**src/hdl/hbu_pkg.sv**
```systemverilog
package hbu_pkg;

  typedef enum logic [1:0] {
    OP_TICK = 2'd0,
    OP_PUSH = 2'd1,
    OP_POP  = 2'd2,
    OP_NOP  = 2'd3
  } opcode_e;

  // Half-bit counts within one frame.
  parameter logic [4:0] TX_DATA_FIRST = 5'd2;
  parameter logic [4:0] TX_DATA_LAST  = 5'd16;
  parameter logic [4:0] TX_STOP_CNT   = 5'd18;
  parameter logic [4:0] TX_FRAME_END  = 5'd20;
  parameter logic [4:0] RX_SAMPLE_FIRST = 5'd3;
  parameter logic [4:0] RX_FRAME_END    = 5'd18;

  typedef struct packed {
    logic line;
    logic busy;
  } tx_status_t;

  typedef struct packed {
    logic busy;
    logic done;
    logic overflow;
    logic pop_valid;
  } rx_status_t;

endpackage

```
**src/hdl/half_bit_uart_transceiver.sv**
```systemverilog
// Channel  Handshake                Payload
// in       in_valid_i / in_ready_o  opcode_i, tx_data_i, rx_level_i
// out      out_valid_o / out_ready_i tx_line_o, push_ok_o, pop_valid_o, pop_data_o,
//                                    rx_done_o, rx_overflow_o, tx_busy_o, rx_busy_o
//
// One transaction is taken per cycle while the result is not stalled; its result
// is shown in the next cycle. The queue memories have registered reads; their read
// registers carry the popped byte and the transmit shift byte.
// Reset clears all counters and pointers; the queue memories are not cleared.
// A stalled result holds the input off; a new transaction is taken in the
// cycle its predecessor's result is taken.
module half_bit_uart_transceiver #(
  parameter int unsigned TX_DEPTH = 16,
  parameter int unsigned RX_DEPTH = 16
) (
  input  logic       clk_i,
  input  logic       rst_ni,
  input  logic       in_valid_i,
  output logic       in_ready_o,
  input  logic [1:0] opcode_i,
  input  logic [7:0] tx_data_i,
  input  logic       rx_level_i,
  output logic       out_valid_o,
  input  logic       out_ready_i,
  output logic       tx_line_o,
  output logic       push_ok_o,
  output logic       pop_valid_o,
  output logic [7:0] pop_data_o,
  output logic       rx_done_o,
  output logic       rx_overflow_o,
  output logic       tx_busy_o,
  output logic       rx_busy_o
);

  logic                accept, tick, push, pop, push_ok;
  logic                out_valid_q, out_valid_d;
  logic                res_push_ok_q;
  logic                res_done_q, res_ovf_q, res_pop_q;
  logic [7:0]          rx_data;
  hbu_pkg::tx_status_t tx_status;
  hbu_pkg::rx_status_t rx_status;

  assign in_ready_o = !out_valid_q || out_ready_i;
  assign accept     = in_valid_i && in_ready_o;

  always_comb begin
    tick = 1'b0;
    push = 1'b0;
    pop  = 1'b0;
    unique case (hbu_pkg::opcode_e'(opcode_i))
      hbu_pkg::OP_TICK: tick = accept;
      hbu_pkg::OP_PUSH: push = accept;
      hbu_pkg::OP_POP:  pop  = accept;
      hbu_pkg::OP_NOP:  ;
      default:          ;
    endcase
  end

  hbu_tx #(
    .DEPTH(TX_DEPTH)
  ) u_tx (
    .clk_i    (clk_i),
    .rst_ni   (rst_ni),
    .tick_i   (tick),
    .push_i   (push),
    .data_i   (tx_data_i),
    .push_ok_o(push_ok),
    .status_o (tx_status)
  );

  hbu_rx #(
    .DEPTH(RX_DEPTH)
  ) u_rx (
    .clk_i     (clk_i),
    .rst_ni    (rst_ni),
    .tick_i    (tick),
    .pop_i     (pop),
    .level_i   (rx_level_i),
    .pop_data_o(rx_data),
    .status_o  (rx_status)
  );

  assign out_valid_d = accept || (out_valid_q && !out_ready_i);

  always_ff @(posedge clk_i or negedge rst_ni) begin
    if (!rst_ni) begin
      out_valid_q <= 1'b0;
    end else begin
      out_valid_q <= out_valid_d;
    end
  end

  always_ff @(posedge clk_i) begin
    if (accept) begin
      res_push_ok_q <= push_ok;
      res_done_q    <= rx_status.done;
      res_ovf_q     <= rx_status.overflow;
      res_pop_q     <= rx_status.pop_valid;
    end
  end

  // Engine state only moves on an accepted transaction, so it stands for the
  // state after the step as long as the result is pending.
  assign out_valid_o   = out_valid_q;
  assign tx_line_o     = tx_status.line;
  assign tx_busy_o     = tx_status.busy;
  assign rx_busy_o     = rx_status.busy;
  assign push_ok_o     = res_push_ok_q;
  assign pop_valid_o   = res_pop_q;
  assign pop_data_o    = res_pop_q ? rx_data : 8'd0;
  assign rx_done_o     = res_done_q;
  assign rx_overflow_o = res_ovf_q;

  a_ovf_done: assert property (@(posedge clk_i) disable iff (!rst_ni)
    (out_valid_q && res_ovf_q) |-> res_done_q)
    else $error("overflow reported without a completed byte");

  a_one_event: assert property (@(posedge clk_i) disable iff (!rst_ni)
    out_valid_q |-> ($countones({res_push_ok_q, res_pop_q, res_done_q}) <= 1))
    else $error("more than one kind of event in one result");

endmodule

```
**src/hdl/hbu_ram.sv**
```systemverilog
module hbu_ram #(
  parameter int unsigned DEPTH = 16,
  parameter int unsigned WIDTH = 8
) (
  input  logic                     clk_i,
  input  logic                     we_i,
  input  logic [$clog2(DEPTH)-1:0] waddr_i,
  input  logic [WIDTH-1:0]         wdata_i,
  input  logic                     re_i,
  input  logic [$clog2(DEPTH)-1:0] raddr_i,
  output logic [WIDTH-1:0]         rdata_o
);

  logic [WIDTH-1:0] mem_q [DEPTH];
  logic [WIDTH-1:0] rdata_q;

  // A read of the entry written in the same cycle returns the new data.
  always_ff @(posedge clk_i) begin
    if (we_i) begin
      mem_q[waddr_i] <= wdata_i;
    end
    if (re_i) begin
      if (we_i && (waddr_i == raddr_i)) begin
        rdata_q <= wdata_i;
      end else begin
        rdata_q <= mem_q[raddr_i];
      end
    end
  end

  assign rdata_o = rdata_q;

endmodule

```
**src/hdl/hbu_tx.sv**
```systemverilog
module hbu_tx #(
  parameter int unsigned DEPTH = 16
) (
  input  logic                   clk_i,
  input  logic                   rst_ni,
  input  logic                   tick_i,
  input  logic                   push_i,
  input  logic [7:0]             data_i,
  output logic                   push_ok_o,
  output hbu_pkg::tx_status_t    status_o
);

  localparam int unsigned PTR_W = $clog2(DEPTH);
  localparam int unsigned CNT_W = $clog2(DEPTH + 1);

  logic [PTR_W-1:0] rp_q, rp_d, rp_inc, waddr;
  logic [CNT_W-1:0] cnt_q, cnt_d;
  logic [4:0]       half_q, half_d, half_inc;
  logic [2:0]       bit_q, bit_d;
  logic             active_q, active_d;
  logic             level_q, level_d;
  logic [PTR_W:0]   wsum;
  logic             load, avail, take;
  logic [7:0]       shift;

  assign push_ok_o = push_i && (cnt_q != CNT_W'(DEPTH));
  assign avail     = push_ok_o || (cnt_q != '0);
  assign take      = load && avail;
  assign rp_inc    = (rp_q == PTR_W'(DEPTH - 1)) ? '0 : rp_q + PTR_W'(1);
  assign wsum      = (PTR_W+1)'(rp_q) + (PTR_W+1)'(cnt_q);
  assign waddr     = (wsum >= (PTR_W+1)'(DEPTH)) ? PTR_W'(wsum - (PTR_W+1)'(DEPTH))
                                                 : PTR_W'(wsum);
  assign half_inc  = half_q + 5'd1;

  always_comb begin
    rp_d     = rp_q;
    half_d   = half_q;
    bit_d    = bit_q;
    active_d = active_q;
    level_d  = level_q;
    load     = 1'b0;
    if (tick_i && active_q) begin
      half_d = half_inc;
      if (half_inc >= hbu_pkg::TX_STOP_CNT) begin
        level_d = 1'b1;
      end
      if (half_inc >= hbu_pkg::TX_FRAME_END) begin
        load = 1'b1;
      end else if (!half_inc[0] && (half_inc >= hbu_pkg::TX_DATA_FIRST) &&
                   (half_inc <= hbu_pkg::TX_DATA_LAST)) begin
        level_d = shift[bit_q];
        bit_d   = bit_q + 3'd1;
      end
    end else if (push_ok_o && !active_q) begin
      load = 1'b1;
    end
    if (load) begin
      half_d = '0;
      bit_d  = '0;
      if (avail) begin
        rp_d     = rp_inc;
        level_d  = 1'b0;
        active_d = 1'b1;
      end else begin
        active_d = 1'b0;
      end
    end
  end

  always_comb begin
    case ({push_ok_o, take})
      2'b10:   cnt_d = cnt_q + CNT_W'(1);
      2'b01:   cnt_d = cnt_q - CNT_W'(1);
      default: cnt_d = cnt_q;
    endcase
  end

  always_ff @(posedge clk_i or negedge rst_ni) begin
    if (!rst_ni) begin
      rp_q     <= '0;
      cnt_q    <= '0;
      half_q   <= '0;
      bit_q    <= '0;
      active_q <= 1'b0;
      level_q  <= 1'b1;
    end else begin
      rp_q     <= rp_d;
      cnt_q    <= cnt_d;
      half_q   <= half_d;
      bit_q    <= bit_d;
      active_q <= active_d;
      level_q  <= level_d;
    end
  end

  // The read register of the queue memory doubles as the shift register:
  // a byte loaded by a push into an idle transmitter is forwarded.
  hbu_ram #(
    .DEPTH(DEPTH),
    .WIDTH(8)
  ) u_ram (
    .clk_i  (clk_i),
    .we_i   (push_ok_o),
    .waddr_i(waddr),
    .wdata_i(data_i),
    .re_i   (take),
    .raddr_i(rp_q),
    .rdata_o(shift)
  );

  assign status_o.line = level_q;
  assign status_o.busy = active_q;

  a_idle_empty: assert property (@(posedge clk_i) disable iff (!rst_ni)
    !active_q |-> (cnt_q == '0))
    else $error("transmitter idle with bytes queued");

  a_push_starts: assert property (@(posedge clk_i) disable iff (!rst_ni)
    (push_ok_o && !active_q) |=> active_q)
    else $error("push into idle transmitter did not start a frame");

endmodule

```
**src/hdl/hbu_rx.sv**
```systemverilog
module hbu_rx #(
  parameter int unsigned DEPTH = 16
) (
  input  logic                   clk_i,
  input  logic                   rst_ni,
  input  logic                   tick_i,
  input  logic                   pop_i,
  input  logic                   level_i,
  output logic [7:0]             pop_data_o,
  output hbu_pkg::rx_status_t    status_o
);

  localparam int unsigned PTR_W = $clog2(DEPTH);
  localparam int unsigned CNT_W = $clog2(DEPTH + 1);

  logic [PTR_W-1:0] rp_q, rp_d, waddr;
  logic [CNT_W-1:0] cnt_q, cnt_d;
  logic [4:0]       half_q, half_d, half_inc;
  logic [2:0]       bit_q, bit_d;
  logic             active_q, active_d;
  logic [7:0]       shift_q, shift_d;
  logic [PTR_W:0]   wsum;
  logic             done, full, wr, rd;

  assign full     = (cnt_q == CNT_W'(DEPTH));
  assign half_inc = half_q + 5'd1;
  assign done     = tick_i && active_q && (half_inc >= hbu_pkg::RX_FRAME_END);
  assign wr       = done && !full;
  assign rd       = pop_i && (cnt_q != '0);
  assign wsum     = (PTR_W+1)'(rp_q) + (PTR_W+1)'(cnt_q);
  assign waddr    = (wsum >= (PTR_W+1)'(DEPTH)) ? PTR_W'(wsum - (PTR_W+1)'(DEPTH))
                                                : PTR_W'(wsum);

  always_comb begin
    half_d   = half_q;
    bit_d    = bit_q;
    active_d = active_q;
    shift_d  = shift_q;
    if (tick_i) begin
      if (!active_q) begin
        // A low line on an idle tick is the start bit; counting begins next tick.
        if (!level_i) begin
          active_d = 1'b1;
          half_d   = '0;
          bit_d    = '0;
          shift_d  = '0;
        end
      end else if (done) begin
        active_d = 1'b0;
        half_d   = '0;
        bit_d    = '0;
        shift_d  = '0;
      end else begin
        half_d = half_inc;
        if ((half_inc >= hbu_pkg::RX_SAMPLE_FIRST) && half_inc[0]) begin
          if (level_i) begin
            shift_d[bit_q] = 1'b1;
          end
          bit_d = bit_q + 3'd1;
        end
      end
    end
  end

  always_comb begin
    rp_d  = rp_q;
    cnt_d = cnt_q;
    if (wr) begin
      cnt_d = cnt_q + CNT_W'(1);
    end else if (rd) begin
      cnt_d = cnt_q - CNT_W'(1);
      rp_d  = (rp_q == PTR_W'(DEPTH - 1)) ? '0 : rp_q + PTR_W'(1);
    end
  end

  always_ff @(posedge clk_i or negedge rst_ni) begin
    if (!rst_ni) begin
      rp_q     <= '0;
      cnt_q    <= '0;
      half_q   <= '0;
      bit_q    <= '0;
      active_q <= 1'b0;
      shift_q  <= '0;
    end else begin
      rp_q     <= rp_d;
      cnt_q    <= cnt_d;
      half_q   <= half_d;
      bit_q    <= bit_d;
      active_q <= active_d;
      shift_q  <= shift_d;
    end
  end

  hbu_ram #(
    .DEPTH(DEPTH),
    .WIDTH(8)
  ) u_ram (
    .clk_i  (clk_i),
    .we_i   (wr),
    .waddr_i(waddr),
    .wdata_i(shift_q),
    .re_i   (rd),
    .raddr_i(rp_q),
    .rdata_o(pop_data_o)
  );

  assign status_o.busy      = active_q;
  assign status_o.done      = done;
  assign status_o.overflow  = done && full;
  assign status_o.pop_valid = rd;

  a_cnt_bound: assert property (@(posedge clk_i) disable iff (!rst_ni)
    cnt_q <= CNT_W'(DEPTH))
    else $error("receive queue count beyond depth");

  a_done_idle: assert property (@(posedge clk_i) disable iff (!rst_ni)
    done |=> !active_q)
    else $error("receiver still busy after completing a byte");

endmodule

```
**config.mk**
```make
export PLATFORM = sky130hd
export DESIGN_NAME = half_bit_uart_transceiver
export DESIGN_NICKNAME = d
export VERILOG_FILES = /design/src/hdl/hbu_pkg.sv /design/src/hdl/half_bit_uart_transceiver.sv /design/src/hdl/hbu_ram.sv /design/src/hdl/hbu_tx.sv /design/src/hdl/hbu_rx.sv
export SDC_FILE = /design/constraint.sdc
export NUM_CORES = 1
export LEC_CHECK = 0
export ABC_AREA = 1
export BUFFER_PORTS_ARGS = -buffer_cell sky130_fd_sc_hd__buf_4
export CORE_ASPECT_RATIO = 0.9
export CORE_MARGIN = 10
export CORE_UTILIZATION = 55
export DETAILED_ROUTE_END_ITERATION = 8
export GPL_ROUTABILITY_DRIVEN = 0
export PLACE_DENSITY_LB_ADDON = 0.15
export SLEW_MARGIN = 20
export SYNTH_ARGS = -nofsm -noshare
export SYNTH_HDL_FRONTEND = slang
export SYNTH_SLANG_ARGS = --single-unit
```
**constraint.sdc**
```tcl
create_clock -name clk_i -period 3.2 [get_ports clk_i]
set_input_delay 0.64 -clock clk_i [delete_from_list [all_inputs] [get_ports clk_i]]
set_output_delay 0.64 -clock clk_i [all_outputs]
set_load 0.01 [all_outputs]
```
* After elaboration in Yosys (flattened, before gate mapping)
Memory sizes are Yosys's and may differ from the RTL's. A register that Yosys moved wholly into a read port is not among the register bits. Cells that the tools add are included.
Word-level totals: register bits after elaboration 50, RAM bits 256, bits of input ports 15, memories kept 2
Cells by class: add/subtract/negate cells 14, order comparisons 11, eq/ne operators 12, muxes and demuxes 50, bitwise logic cells 2, reduce and logical (&&, ||, !) cells 36
Memory list:
- u_rx.u_ram.mem_q | words 16, width 8, read ports 1, clocked after memory_dff 1, write ports 1, line hbu_ram.sv:14 | logic [WIDTH-1:0] mem_q [DEPTH];
- u_tx.u_ram.mem_q | words 16, width 8, read ports 1, clocked after memory_dff 1, write ports 1, line hbu_ram.sv:14
Operator list (number):
- two-way mux 8 bit | 6
- two-way mux 5 bit | 7
- greater-or-equal comparator 5 bit (second input constant) | 5
- two-way mux 3 bit | 8
- two-way mux 1 bit | 22
- adder 5 x 1 -> 5 bit (second input constant) | 4
- two-way mux 4 bit | 4
- logical AND 1 bit | 15
- adder 4 x 5 -> 5 bit | 2
- greater-or-equal comparator 5 x 2 -> 1 bit (second input constant) | 2
- one-hot mux 5 bit (2 select lines) | 1
- nonzero test 5 bit | 2
- subtractor 5 x 1 -> 5 bit (second input constant) | 2
- adder 4 x 1 -> 4 bit (second input constant) | 2
- == test 4 bit (second input constant) | 2
- less-than comparator 3 x 4 -> 1 bit (second input constant) | 2
- OR 8 bit | 1
- nonzero test 2 bit | 4
- subtractor 4 x 1 -> 4 bit (second input constant) | 2
- adder 3 x 1 -> 3 bit (second input constant) | 2
- != test 3 bit (second input constant) | 2
- AND reduction 2 bit | 3
- AND reduction 3 bit | 2
- == test 5 bit (second input constant) | 1
- 13 further kinds | 22

* Longest topological paths before layout
Gate-level depths: netlist (run 1).
depth in word-level cells 11, gate-level depth with buffers 19, depth with buffers taken out 19

* Hierarchy
A second synthesis (run 1) with hierarchy kept.
Unflattened totals: cells, all modules 1604, area, all modules 15367.2 µm²
Modules (own cells, without submodules):
- hbu_ram | instances 2, cells each 585, area an instance 6002.0 µm², seq. area each 4083.9 µm²
- hbu_rx | instances 1, cells each 207, area an instance 1649.1 µm², seq. area each 650.6 µm²
- hbu_tx | instances 1, cells each 191, area an instance 1426.4 µm², seq. area each 476.7 µm²
- half_bit_uart_transceiver | instances 1, cells each 36, area an instance 287.8 µm², seq. area each 145.1 µm²

* Worst setup path before layout (run 1)
Ideal clock, no wire load.
path kind input-to-reg, from in out_ready_i, to reg u_tx.cnt_q[4], setup time 0.117 ns, arrival time 2.825 ns, required time 3.083 ns, setup slack 0.259 ns, stages on the path 19, cell sequence inv_1 -> nand2_2 -> nand2_2 -> nor2_1 -> nand2_2 -> inv_2 -> nand2_2 -> nand2_2 -> nand3_4 -> inv_1 -> ha_1 -> xor2_1 -> ha_1 -> a21o_1 -> nand3_1 -> nand3b_1 -> xor2_1 -> nand2_1 -> nand2_1
Between the ends: word-level cells in the longest chain between the ends 10, elaborated cells between the ends (all ways) 15, classes of those cells eq/ne: 2; mux: 5; reduce/logical: 8
Ends and longest elaborated chain:
- start: declaration | line half_bit_uart_transceiver.sv:24 | input logic out_ready_i,
- logical OR 1 bit (*) | line half_bit_uart_transceiver.sv:43 | assign in_ready_o = !out_valid_q || out_ready_i;
- net in_ready_o | line half_bit_uart_transceiver.sv:19 | output logic in_ready_o,
- logical AND 1 bit (*) | line half_bit_uart_transceiver.sv:44 | assign accept = in_valid_i && in_ready_o;
- two-way mux 1 bit (*) | line half_bit_uart_transceiver.sv:50 | unique case (hbu_pkg::opcode_e'(opcode_i))
- logical AND 1 bit (*) | line hbu_tx.sv:26 | assign push_ok_o = push_i && (cnt_q != CNT_W'(DEPTH));
- net push_ok | line half_bit_uart_transceiver.sv:35 | logic accept, tick, push, pop, push_ok;
- logical AND 1 bit | line hbu_tx.sv:54 | end else if (push_ok_o && !active_q) begin
- two-way mux 1 bit | line hbu_tx.sv:54
- two-way mux 1 bit | line hbu_tx.sv:42 | if (tick_i && active_q) begin
- logical AND 1 bit (*) | line hbu_tx.sv:28 | assign take = load && avail;
- net u_tx.take | line hbu_tx.sv:23 | logic load, avail, take;
- == test 2 x 1 -> 1 bit / == test 2 bit (equally long branches) | line hbu_tx.sv:71 | case ({push_ok_o, take})
- one-hot mux 5 bit (2 select lines) / nonzero test 2 bit (equally long branches)
- end signal: assignment | line hbu_tx.sv:88 | cnt_q <= cnt_d;
- end: declaration | line hbu_tx.sv:17 | logic [CNT_W-1:0] cnt_q, cnt_d;
Mark *: on every way through the listed nets, which the timed path passes. The rest lies on a longest branch. A chain may end at the register's enable or synchronous reset.

* Final worst setup path (run 1)
from reg u_tx.half_q[0], to reg u_tx.cnt_q[4]
Between the ends: word-level cells in the longest chain between the ends 7, elaborated cells between the ends (all ways) 9, classes of those cells add/sub: 1; order compare: 1; eq/ne: 2; mux: 3; reduce/logical: 2
Ends and longest elaborated chain:
- start: declaration | line hbu_tx.sv:18 | logic [4:0] half_q, half_d, half_inc;
- start signal: assignment | line hbu_tx.sv:89 | half_q <= half_d;
- adder 5 x 1 -> 5 bit (*) | line hbu_tx.sv:33 | assign half_inc = half_q + 5'd1;
- greater-or-equal comparator 5 bit (*) | line hbu_tx.sv:47 | if (half_inc >= hbu_pkg::TX_FRAME_END) begin
- two-way mux 1 bit (*) | line hbu_tx.sv:47
- two-way mux 1 bit (*) | line hbu_tx.sv:42
- logical AND 1 bit (*) | line hbu_tx.sv:28
- net u_tx.take | line hbu_tx.sv:23
- == test 2 x 1 -> 1 bit / == test 2 bit (equally long branches) | line hbu_tx.sv:71
- one-hot mux 5 bit (2 select lines) / nonzero test 2 bit (equally long branches)
Marks and branches as above.

==> out/qor.yml, run 1 <==
ff2ff_path_depth: 16
fin_ws_ns: 0.357
p_leak_nw: 6.02
stdcell_area_um2: 16000
syn_area_um2: 14100
cts_sinks: 322
grt_use_met1: 0.262
drt-initial-drc-count: 828
synth-main-ff-cell: "edfxtp_1"
fin_cells: 1682
start_util: 0.560
r2r_slack_ns: 0.36
syn2layout_area_growth_pct: 12.8
register_area_um2: 9450
powerDensity_nw_per_um2: 877
fp.dieH_um: 172
clockBufferDepth: 3
async_flop_share: 0.143
routed_wl_um: 30900
dpl_cell_area_um2: 14900
finalSetupTns_ns: 0
ant_nets: 0
cp.required_ns: 3.65
cp_max_fo: 7
crit_arrival_ns: 3.29
yosysTopAreaCell: "edfxtp_1"
vias: 9340
endpoint: "u_tx.cnt_q[4]"
maxCapViolCount: 0
critPathLaunchType: "flop"
numCtsBuffers: 34
cts_tree: "done"
antennaDiodeCount: 0
grt_usage: 0.189
timing.rr.end: "u_tx.cnt_q[4]"
timing.final.crit_share: 0.888
nFillCells: 1985
hold_class: "in -> async"
pre_cts_ws_ns: 0.157
wl_per_cell_um: 18.4
h-tree-depth: 2
synth.area.top_cells: "edfxtp_1, dfrtp_1, nor2_1, o21ai_0, nand2_1"
dp.cells: 1624
clk_pin_slew_ns: 0.06
ys_types: 43
grt_antenna_before_repair: 0
syn-num-nets: 1297
finalHoldViolations: 0
worstSetupPathType: "reg -> reg"
grt_first_pass_wirelength_um: 49000
multi_input_area_um2: 4180
ios: 32
setup_violations: 0
cp-end-kind: "flop"
first_pass_iters: 7
overflow: 0
port-buffer-count: 31
core_area_um2: 25300
clock_latency_ns: 0.52
fp.dieW_um: 189
startpoint: "u_tx.half_q[0]"
grtUsageMet2: 0.309
cts_setup_buffers: 0
yosysMostFrequentCell: "edfxtp_1"
ys_seq_elements: 322
netlist.area_leader.share: 0.586
dp_hpwl_um: 19500
drc: 0
cts_resized: 0
rr_startpoint: "u_tx.half_q[0]"
max_freq_mhz: 352
syn_inst: 1258
rsz0062_at_grt: "false"
hold_buffers: 0
worst_slew_pin_slew_ns: 0.769
worst_clock_skew_ns: 0.0237
ir_drop_mv: 0.890
grt.met3_usage: 0.0266
finalCriticalPeriod_ns: 2.84
synthTopCellsByCount: "edfxtp_1, nor2_1, nand2_1"
maxSlewViolCount: 0
layout-drive-gt1-share: 0.120
vias_per_cell: 5.55
outcome: "finished, final reports clean"
grt_max_degree: 70
synth_edf_count: 276
ys_seq_area_frac: 0.667
nets: 1357
ys_warn_count: 0
rows: 55
syn_avg_cell_area_um2: 11.2
slew-limit-headroom: 0.487
design.die.area_um2: 32600
root_buffer: "clkbuf_16"
busiest_layer: "met2"
grt_pass1_vias: 8948
## worst min-delay path by stage
stage	startpoint	end	slack [ns]
2_1_floorplan	rst_ni	out_valid_o	0.34
5_1_grt	rst_ni	u_tx.cnt_q[4]	0.18
6_report	rst_ni	u_rx.half_q[3]	0.14
3_3_place_gp	u_tx.half_q[1]	u_tx.half_q[1]	0.50
3_5_place_dp	u_tx.half_q[1]	u_tx.half_q[1]	0.51
4_1_cts	rst_ni	u_rx.shift_q[6]	0.14
## kinds of logic (layout without fill, tap and decap cells)
group	count (synthesis)	count (layout)	share of synthesized area
AOI/OAI and AO/OA	233	233	0.0981
and+or+nand+nor	532	532	0.160
DFF	322	322	0.667
adders and majority gates	24	24	0.0228
buffers and inverters	124	206	0.0371
xor gates and xnor gates	23	23	0.0148
## where the power goes
group / leakage (nW) / internal, W / total, W / switching, W
Clock: 0.515 / 0.00215 / 0.00371 / 0.00155
Combinational: 2.40 / 0.00148 / 0.00457 / 0.00308
Sequential: 3.10 / 0.00514 / 0.00573 / 0.000591
## cell usage in the layout (no fill, tap or decap), types with 35 or more instances in the layout
master / count
dfrtp_1: 41
nor2_1: 251
nand2_1: 158
o211ai_1: 55
nand3_1: 75
edfxtp_1: 276
o21ai_0: 140
inv_1: 59
clkbuf_16: 35
buf_4: 77
## area by class of cell
class / instances / area share
Inverter: 71 / 0.0172
Tap cell: 342 / 0.0268
Clock buffer: 44 / 0.0589
Timing Repair Buffer: 77 / 0.0362
Clock inverter: 14 / 0.00705
Multi-Input combinational cell: 812 / 0.262
Sequential cell: 322 / 0.592
## routing by layer
layer,vias up,wire length [um]
met3,55,1410
li1,4552,-
met5,-,0
met2,216,14700
met1,4517,14200
met4,0,640
## flip-flops by register name, summed over array words and instances, names as in the netlist
signal	cells
rx_done_o	1
u_rx.shift_q	8
u_rx.rp_q	4
u_tx.rp_q	4
u_rx.u_ram.mem_q	128
u_rx.half_q	5
u_tx.active_q	1
pop_valid_o	1
out_valid_o	1
u_tx.u_ram.rdata_o	8
u_tx.level_q	1
u_tx.bit_q	3
push_ok_o	1
u_rx.cnt_q	5
rx_overflow_o	1
u_tx.u_ram.mem_q	128
u_tx.half_q	5
u_rx.bit_q	3
u_tx.cnt_q	5
u_rx.active_q	1
u_rx.u_ram.rdata_o	8
## stage by stage
stage / utilization / power [W] / hold slack (ns)
after floorplan: - / 0.00896 / 0.344
after global placement: 0.590 / 0.0103 / 0.504
after detailed placement: 0.590 / 0.0104 / 0.514
after CTS: 0.632 / 0.0141 / 0.143
after global routing: 0.632 / 0.0149 / 0.179
final: 0.632 / 0.0140 / 0.139
## worst max-delay path: stages, from the launching register on
cell	delay [ns]
dfrtp_1	0.43
ha_1	0.25
nand3_1	0.11
xor2_1	0.22
o21ai_1	0.18
nand2_1	0.17
nand3_4	0.12
inv_1	0.10
ha_1	0.24
xor2_1	0.21
ha_1	0.19
a21o_1	0.12
nand3_1	0.08
nand3b_1	0.11
xor2_1	0.15
nand2_1	0.07
nand2_1	0.05
No activity file was read; power rests on OpenSTA's default activity.
==> inputs of run 2 (changes only) <==
CORE_UTILIZATION = 49   (was 55)
==> run 2 against run 1 <==
Clock-buffer cell count is 2 higher. Total power is 0.87% higher. Combinational power is 2% higher. Global-route usage is 1.7 points lower. Largest power group unchanged. Sequential share of layout area is 0.24 points lower.
==> out/qor.yml, run 2 (synthesis results as in run 1) <==
outcome: "finished, final reports clean"  # unchanged
hold_class: "in -> async"  # unchanged
ff2ff_path_depth: 17  # was 16
clockBufferDepth: 3  # unchanged
vias_per_cell: 5.49  # was 5.55
cts_tree: "done"  # unchanged
dp_hpwl_um: 19200  # was 19500 um
crit_chain: "nor2_1, nand4_1, nand2_2, inv_2, nand2_2, nand2_2, nand3_4, inv_1, ha_1, xor2_1, ha_1, a21o_1, nand3_1, nand3b_1, xor2_1, nand2_1, nand2_1"  # was ha_1, nand3_1, xor2_1, o21ai_1, nand2_1, nand3_4, inv_1, ha_1, xor2_1, ha_1, a21o_1, nand3_1, nand3b_1, xor2_1, nand2_1, nand2_1
port-buffer-count: 31  # unchanged
max_freq_mhz: 356  # was 352 MHz
hold_buffers: 0  # unchanged
dp.cells: 1642  # was 1624
stdcell_area_um2: 16000  # about the same
cpMaxStageDelayCell: "dfrtp_1"  # unchanged
first_pass_iters: 5  # was 7
worst_slew_pin_slew_ns: 0.737  # was 0.769 ns
total_power_w: 0.0141  # was 0.0140 W
rsz0062_at_grt: "false"  # unchanged
ios: 32  # unchanged
rr_startpoint: "u_tx.cnt_q[1]"  # was u_tx.half_q[0]
cpPeakStageDelay_ns: 0.47  # was 0.43 ns
post-route-util: 0.568  # was 0.632
wl_per_cell_um: 18.3  # was 18.4 um
root_buffer: "clkbuf_16"  # unchanged
routed_wl_um: 31200  # was 30900 um
nets: 1358  # was 1357
layout-drive-gt1-share: 0.125  # was 0.120
finalSetupTns_ns: 0  # unchanged
fp.dieW_um: 199  # was 189 um
cts_sinks: 322  # unchanged
core_area_um2: 28200  # was 25300 um2
overflow: 0  # unchanged
cp-end-kind: "flop"  # unchanged
grt_max_degree: 70  # unchanged
cts_resized: 0  # unchanged
fp.dieH_um: 181  # was 172 um
grt_pass1_vias: 8846  # was 8948
antennaDiodeCount: 0  # unchanged
clock_latency_ns: 0.52  # about the same
cp_max_fo: 10  # was 7
worstSetupPathType: "reg -> reg"  # unchanged
final_cell_mix: "edfxtp_1, nor2_1, nand2_1"  # unchanged
slew-limit-headroom: 0.509  # was 0.487
drt-initial-drc-count: 690  # was 828
maxCapViolCount: 0  # unchanged
grt_first_pass_wirelength_um: 49200  # was 49000 um
worst_clock_skew_ns: 0.0101  # was 0.0237 ns
syn2layout_area_growth_pct: 13.3  # was 12.8%
timing.final.crit_share: 0.878  # was 0.888
drc: 0  # unchanged
p_leak_nw: 6.05  # was 6.02 nW
design.die.area_um2: 36100  # was 32600 um2
path_common_cell: "nand2_2"
numCtsBuffers: 35  # was 34
mostFrequentLayoutCell: "edfxtp_1"  # unchanged
clk_pin_slew_ns: 0.06  # about the same
grt_antenna_before_repair: 0  # unchanged
ant_nets: 0  # unchanged
setup_violations: 0  # unchanged
finalCriticalPeriod_ns: 2.81  # was 2.84 ns
crit_arrival_ns: 3.21  # was 3.29 ns
critPathLaunchType: "flop"  # unchanged
cts_setup_buffers: 0  # unchanged
timing.rr.end: "u_tx.cnt_q[4]"  # unchanged
powerDensity_nw_per_um2: 881  # was 877 nW/um2
h-tree-depth: 2  # unchanged
finalHoldViolations: 0  # unchanged
rows: 58  # was 55
start_util: 0.501  # was 0.560
ir_drop_mv: 0.991  # was 0.890 mV
top_regs: "u_rx.u_ram.mem_q: 128 flops, u_tx.u_ram.mem_q: 128 flops"  # unchanged
dpl_cell_area_um2: 14900  # about the same
vias: 9359  # was 9340
cp.required_ns: 3.60  # was 3.65 ns
grt_usage: 0.172  # was 0.189
maxSlewViolCount: 0  # unchanged
fin_cells: 1704  # was 1682
r2r_slack_ns: 0.39  # was 0.36 ns
run 2: cell count changes in the layout (fill, tap and decap cells not counted):
cell	delta
clkinv_8	-2
clkinv_1	-3
inv_2	+1
clkinv_4	-1
clkinvlp_4	+3
clkinv_2	+4
clkbuf_16	+2
run 2: metrics by stage:
step,hold slack (ns),setup slack [ns]
after floorplan,0.344,0.259
after global placement,0.503,0.170
after detailed placement,0.537,0.0922
after CTS,0.159,0.394
after global routing,0.194,0.0730
final,0.129,0.392
run 2: worst max path at each step:
stage                   start             to  cells after the start
2_1_floorplan     out_ready_i  u_tx.cnt_q[4]                     19
3_3_place_gp      out_ready_i  u_tx.cnt_q[4]                     20
3_5_place_dp      out_ready_i  u_tx.cnt_q[4]                     20
4_1_cts         u_tx.cnt_q[1]  u_tx.cnt_q[4]                     17
5_1_grt        u_tx.half_q[0]  u_tx.cnt_q[4]                     16
6_report        u_tx.cnt_q[1]  u_tx.cnt_q[4]                     17
run 2: cell type report:
type | count | area (um2)
clock buffer | 46 | 990
multi-input combinational | 812 | 4180
clock inverter | 16 | 106
timing repair buffer | 77 | 578
tap | 360 | 450
sequential | 322 | 9450
inverter | 71 | 274
fill | 2336 | 12200
run 2: power breakdown:
| group | switching, W | internal [W] | leakage, nW |
|---|---|---|---|
| combinational | 0.00318 | 0.00147 | 2.41 |
| clock | 0.00157 | 0.00226 | 0.534 |
| sequential | 0.000506 | 0.00514 | 3.10 |
| total | 0.00526 | 0.00886 | 6.05 |
run 2: worst max-delay path: cells and delay by family (launching register included):
| kind | cells | cell delay, ns |
|---|---|---|
| AOI/OAI and AO/OA | 1 | 0.18 |
| xor gates and xnor gates | 2 | 0.33 |
| adders and majority gates | 2 | 0.43 |
| buffers and inverters | 2 | 0.16 |
| DFF | 1 | 0.47 |
| and+or+nand+nor | 10 | 1.12 |
run 2: routing by layer:
layer,wire length [um],global-route usage,up-vias
li1,-,-,4559
met1,14300,0.241,4509
met2,14800,0.272,238
met3,1440,0.0230,53
met4,632,0.0534,0
met5,0,0,-
==> inputs of run 3 (changes only) <==
PLACE_DENSITY = 0.63   (was unset)
PLACE_DENSITY_LB_ADDON = unset   (was 0.15)
==> run 3 against run 2 <==
Clock power shrank 5%. Core utilization shrank 0.25 points. Combinational power hardly changed. Largest power group unchanged. Final cell count shrank 0.12%. Design area decreased by 0.44%. Critical path type unchanged. Register-to-register slack better by 0.02 ns. Flip-flop and latch count is the same. Global-route usage down 0.075 points. Highest routed layer unchanged. First-iteration DRC count grew 2.2%.
==> out/qor.yml, run 3 (synthesis results as in run 1) <==
finalCriticalPeriod_ns: 2.79  # was 2.81 ns
hold_class: "in -> async"  # unchanged
fp.dieH_um: 181  # unchanged
finalHoldViolations: 0  # unchanged
dp_hpwl_um: 19100  # was 19200 um
stdcell_area_um2: 16000  # about the same
internal-power_w: 0.00870  # was 0.00886 W
clock_latency_ns: 0.52  # about the same
cts_resized: 0  # unchanged
slew-limit-headroom: 0.457  # was 0.509
top_regs: "u_rx.u_ram.mem_q: 128 flops, u_tx.u_ram.mem_q: 128 flops"  # unchanged
crit_arrival_ns: 3.24  # was 3.21 ns
maxSlewViolCount: 0  # unchanged
critPathLaunchType: "flop"  # unchanged
drt-initial-drc-count: 705  # was 690
wl_per_cell_um: 18.2  # was 18.3 um
cpPeakStageDelay_ns: 0.41  # was 0.47 ns
swShare: 0.375  # was 0.372
total_power_w: 0.0139  # was 0.0141 W
core_area_um2: 28200  # unchanged
finalSetupTns_ns: 0  # unchanged
final_cell_mix: "edfxtp_1, nor2_1, nand2_1"  # unchanged
routed_wl_um: 30900  # was 31200 um
layout-drive-gt1-share: 0.120  # was 0.125
hold_buffers: 0  # unchanged
vias: 9340  # was 9359
power.switching_w: 0.00522  # was 0.00526 W
rows: 58  # unchanged
ios: 32  # unchanged
cpMaxStageDelayCell: "dfrtp_1"  # unchanged
worstSetupPathType: "reg -> reg"  # unchanged
grt_max_degree: 70  # unchanged
timing.final.crit_share: 0.872  # was 0.878
maxCapViolCount: 0  # unchanged
port-buffer-count: 31  # unchanged
worst_clock_skew_ns: 0.0198  # was 0.0101 ns
vias_per_cell: 5.49  # about the same
root_buffer: "clkbuf_16"  # unchanged
worst_slew_pin_slew_ns: 0.814  # was 0.737 ns
dpl_cell_area_um2: 14900  # about the same
overflow: 0  # unchanged
grt_first_pass_wirelength_um: 49500  # was 49200 um
max_freq_mhz: 358  # was 356 MHz
nFillCells: 2348  # was 2336
mostFrequentLayoutCell: "edfxtp_1"  # unchanged
grt_pass1_vias: 9089  # was 8846
cts_tree: "done"  # unchanged
grt_antenna_before_repair: 0  # unchanged
design.die.area_um2: 36100  # unchanged
fp.dieW_um: 199  # unchanged
syn2layout_area_growth_pct: 12.8  # was 13.3%
antennaDiodeCount: 0  # unchanged
grt_usage: 0.171  # was 0.172
drc: 0  # unchanged
clockBufferDepth: 3  # unchanged
numCtsBuffers: 34  # was 35
cts_setup_buffers: 0  # unchanged
powerDensity_nw_per_um2: 873  # was 881 nW/um2
comb_power_share: 0.333  # was 0.329
seq_power_share: 0.405  # was 0.400
outcome: "finished, final reports clean"  # unchanged
h-tree-depth: 2  # unchanged
cp.required_ns: 3.65  # was 3.60 ns
crit_chain: "ha_1, nand3_1, xor2_1, o21ai_1, nand2_1, nand3_4, inv_1, ha_1, xor2_1, ha_1, a21o_1, nand3_1, nand3b_1, xor2_1, nand2_1, nand2_1"  # was nor2_1, nand4_1, nand2_2, inv_2, nand2_2, nand2_2, nand3_4, inv_1, ha_1, xor2_1, ha_1, a21o_1, nand3_1, nand3b_1, xor2_1, nand2_1, nand2_1
cts_sinks: 322  # unchanged
setup_violations: 0  # unchanged
clk_pin_slew_ns: 0.06  # about the same
rsz0062_at_grt: "false"  # unchanged
ir_drop_mv: 0.914  # was 0.991 mV
worst_hold_slack_ns: 0.131  # was 0.129 ns
first_pass_iters: 5  # unchanged
cp-end-kind: "flop"  # unchanged
nets: 1356  # was 1358
cp_max_fo: 7  # was 10
pwr-share-clk: 0.262  # was 0.271
ant_nets: 0  # unchanged
post-route-util: 0.565  # was 0.568
start_util: 0.501  # unchanged
p_leak_nw: 6.01  # was 6.05 nW
==> run 3: cell count changes in the layout (fill, tap and decap cells not counted) <==
cell / change
clkbuf_1: +4
clkbuf_8: -3
clkinvlp_4: -3
clkbuf_16: -2
clkinv_8: +2
buf_4: -1
clkinv_1: +1
==> run 3: layout make-up <==
type	count	area, um2	area share
Clock buffer	45	913	0.0572
Clock inverter	16	120	0.00753
Inverter	71	274	0.0172
Multi-Input combinational cell	812	4180	0.262
Sequential cell	322	9450	0.592
Tap cell	360	450	0.0282
Timing Repair Buffer	76	571	0.0358
==> run 3: final timing paths <==
path | slack (ns) | endpoint | cells after the start | from
hold / removal | 0.13 | out_valid_o | 1 | rst_ni
min in group clk_i | 0.36 | out_valid_o | 3 | in_valid_i
setup reg to reg | 0.41 | u_tx.cnt_q[4] | 16 | u_tx.half_q[0]
max in group asynchronous | 2.63 | u_rx.rp_q[0] | 1 | rst_ni
hold reg to reg | 0.53 | u_tx.half_q[1] | 2 | u_tx.half_q[1]
setup / recovery | 0.41 | u_tx.cnt_q[4] | 16 | u_tx.half_q[0]
==> run 3: power groups by stage <==
stage               sequential [W]  clock (W)  combinational (W)
finish                     0.00564    0.00365            0.00463
global route               0.00572    0.00390            0.00526
CTS                        0.00564    0.00374            0.00468
detailed placement         0.00573          0            0.00465
global placement           0.00572          0            0.00457
floorplan                  0.00554          0            0.00342
==> run 3: per-layer routing <==
metal  up-vias  part of all wire  global-route usage
li1       4558                 -                   -
met1      4516              0.45               0.236
met2       226              0.48               0.277
met3        40             0.053              0.0260
met4         0             0.017              0.0427
met5         -                 0                   0
==> run 3: critical path, delay by kind of cell (launching register included) <==
kind / cells / cell delay (ns)
and+or+nand+nor: 7 / 0.71
xor gates and xnor gates: 3 / 0.57
adders and majority gates: 3 / 0.66
DFF: 1 / 0.41
buffers and inverters: 1 / 0.09
AOI/OAI and AO/OA: 2 / 0.30
==> run 3: per-stage QoR <==
step,setup slack [ns],cells
2_1_floorplan,0.259,1258
5_1_grt,0.148,1702
3_5_place_dp,0.120,1641
3_3_place_gp,0.224,1641
4_1_cts,0.415,1702
6_report,0.409,1702
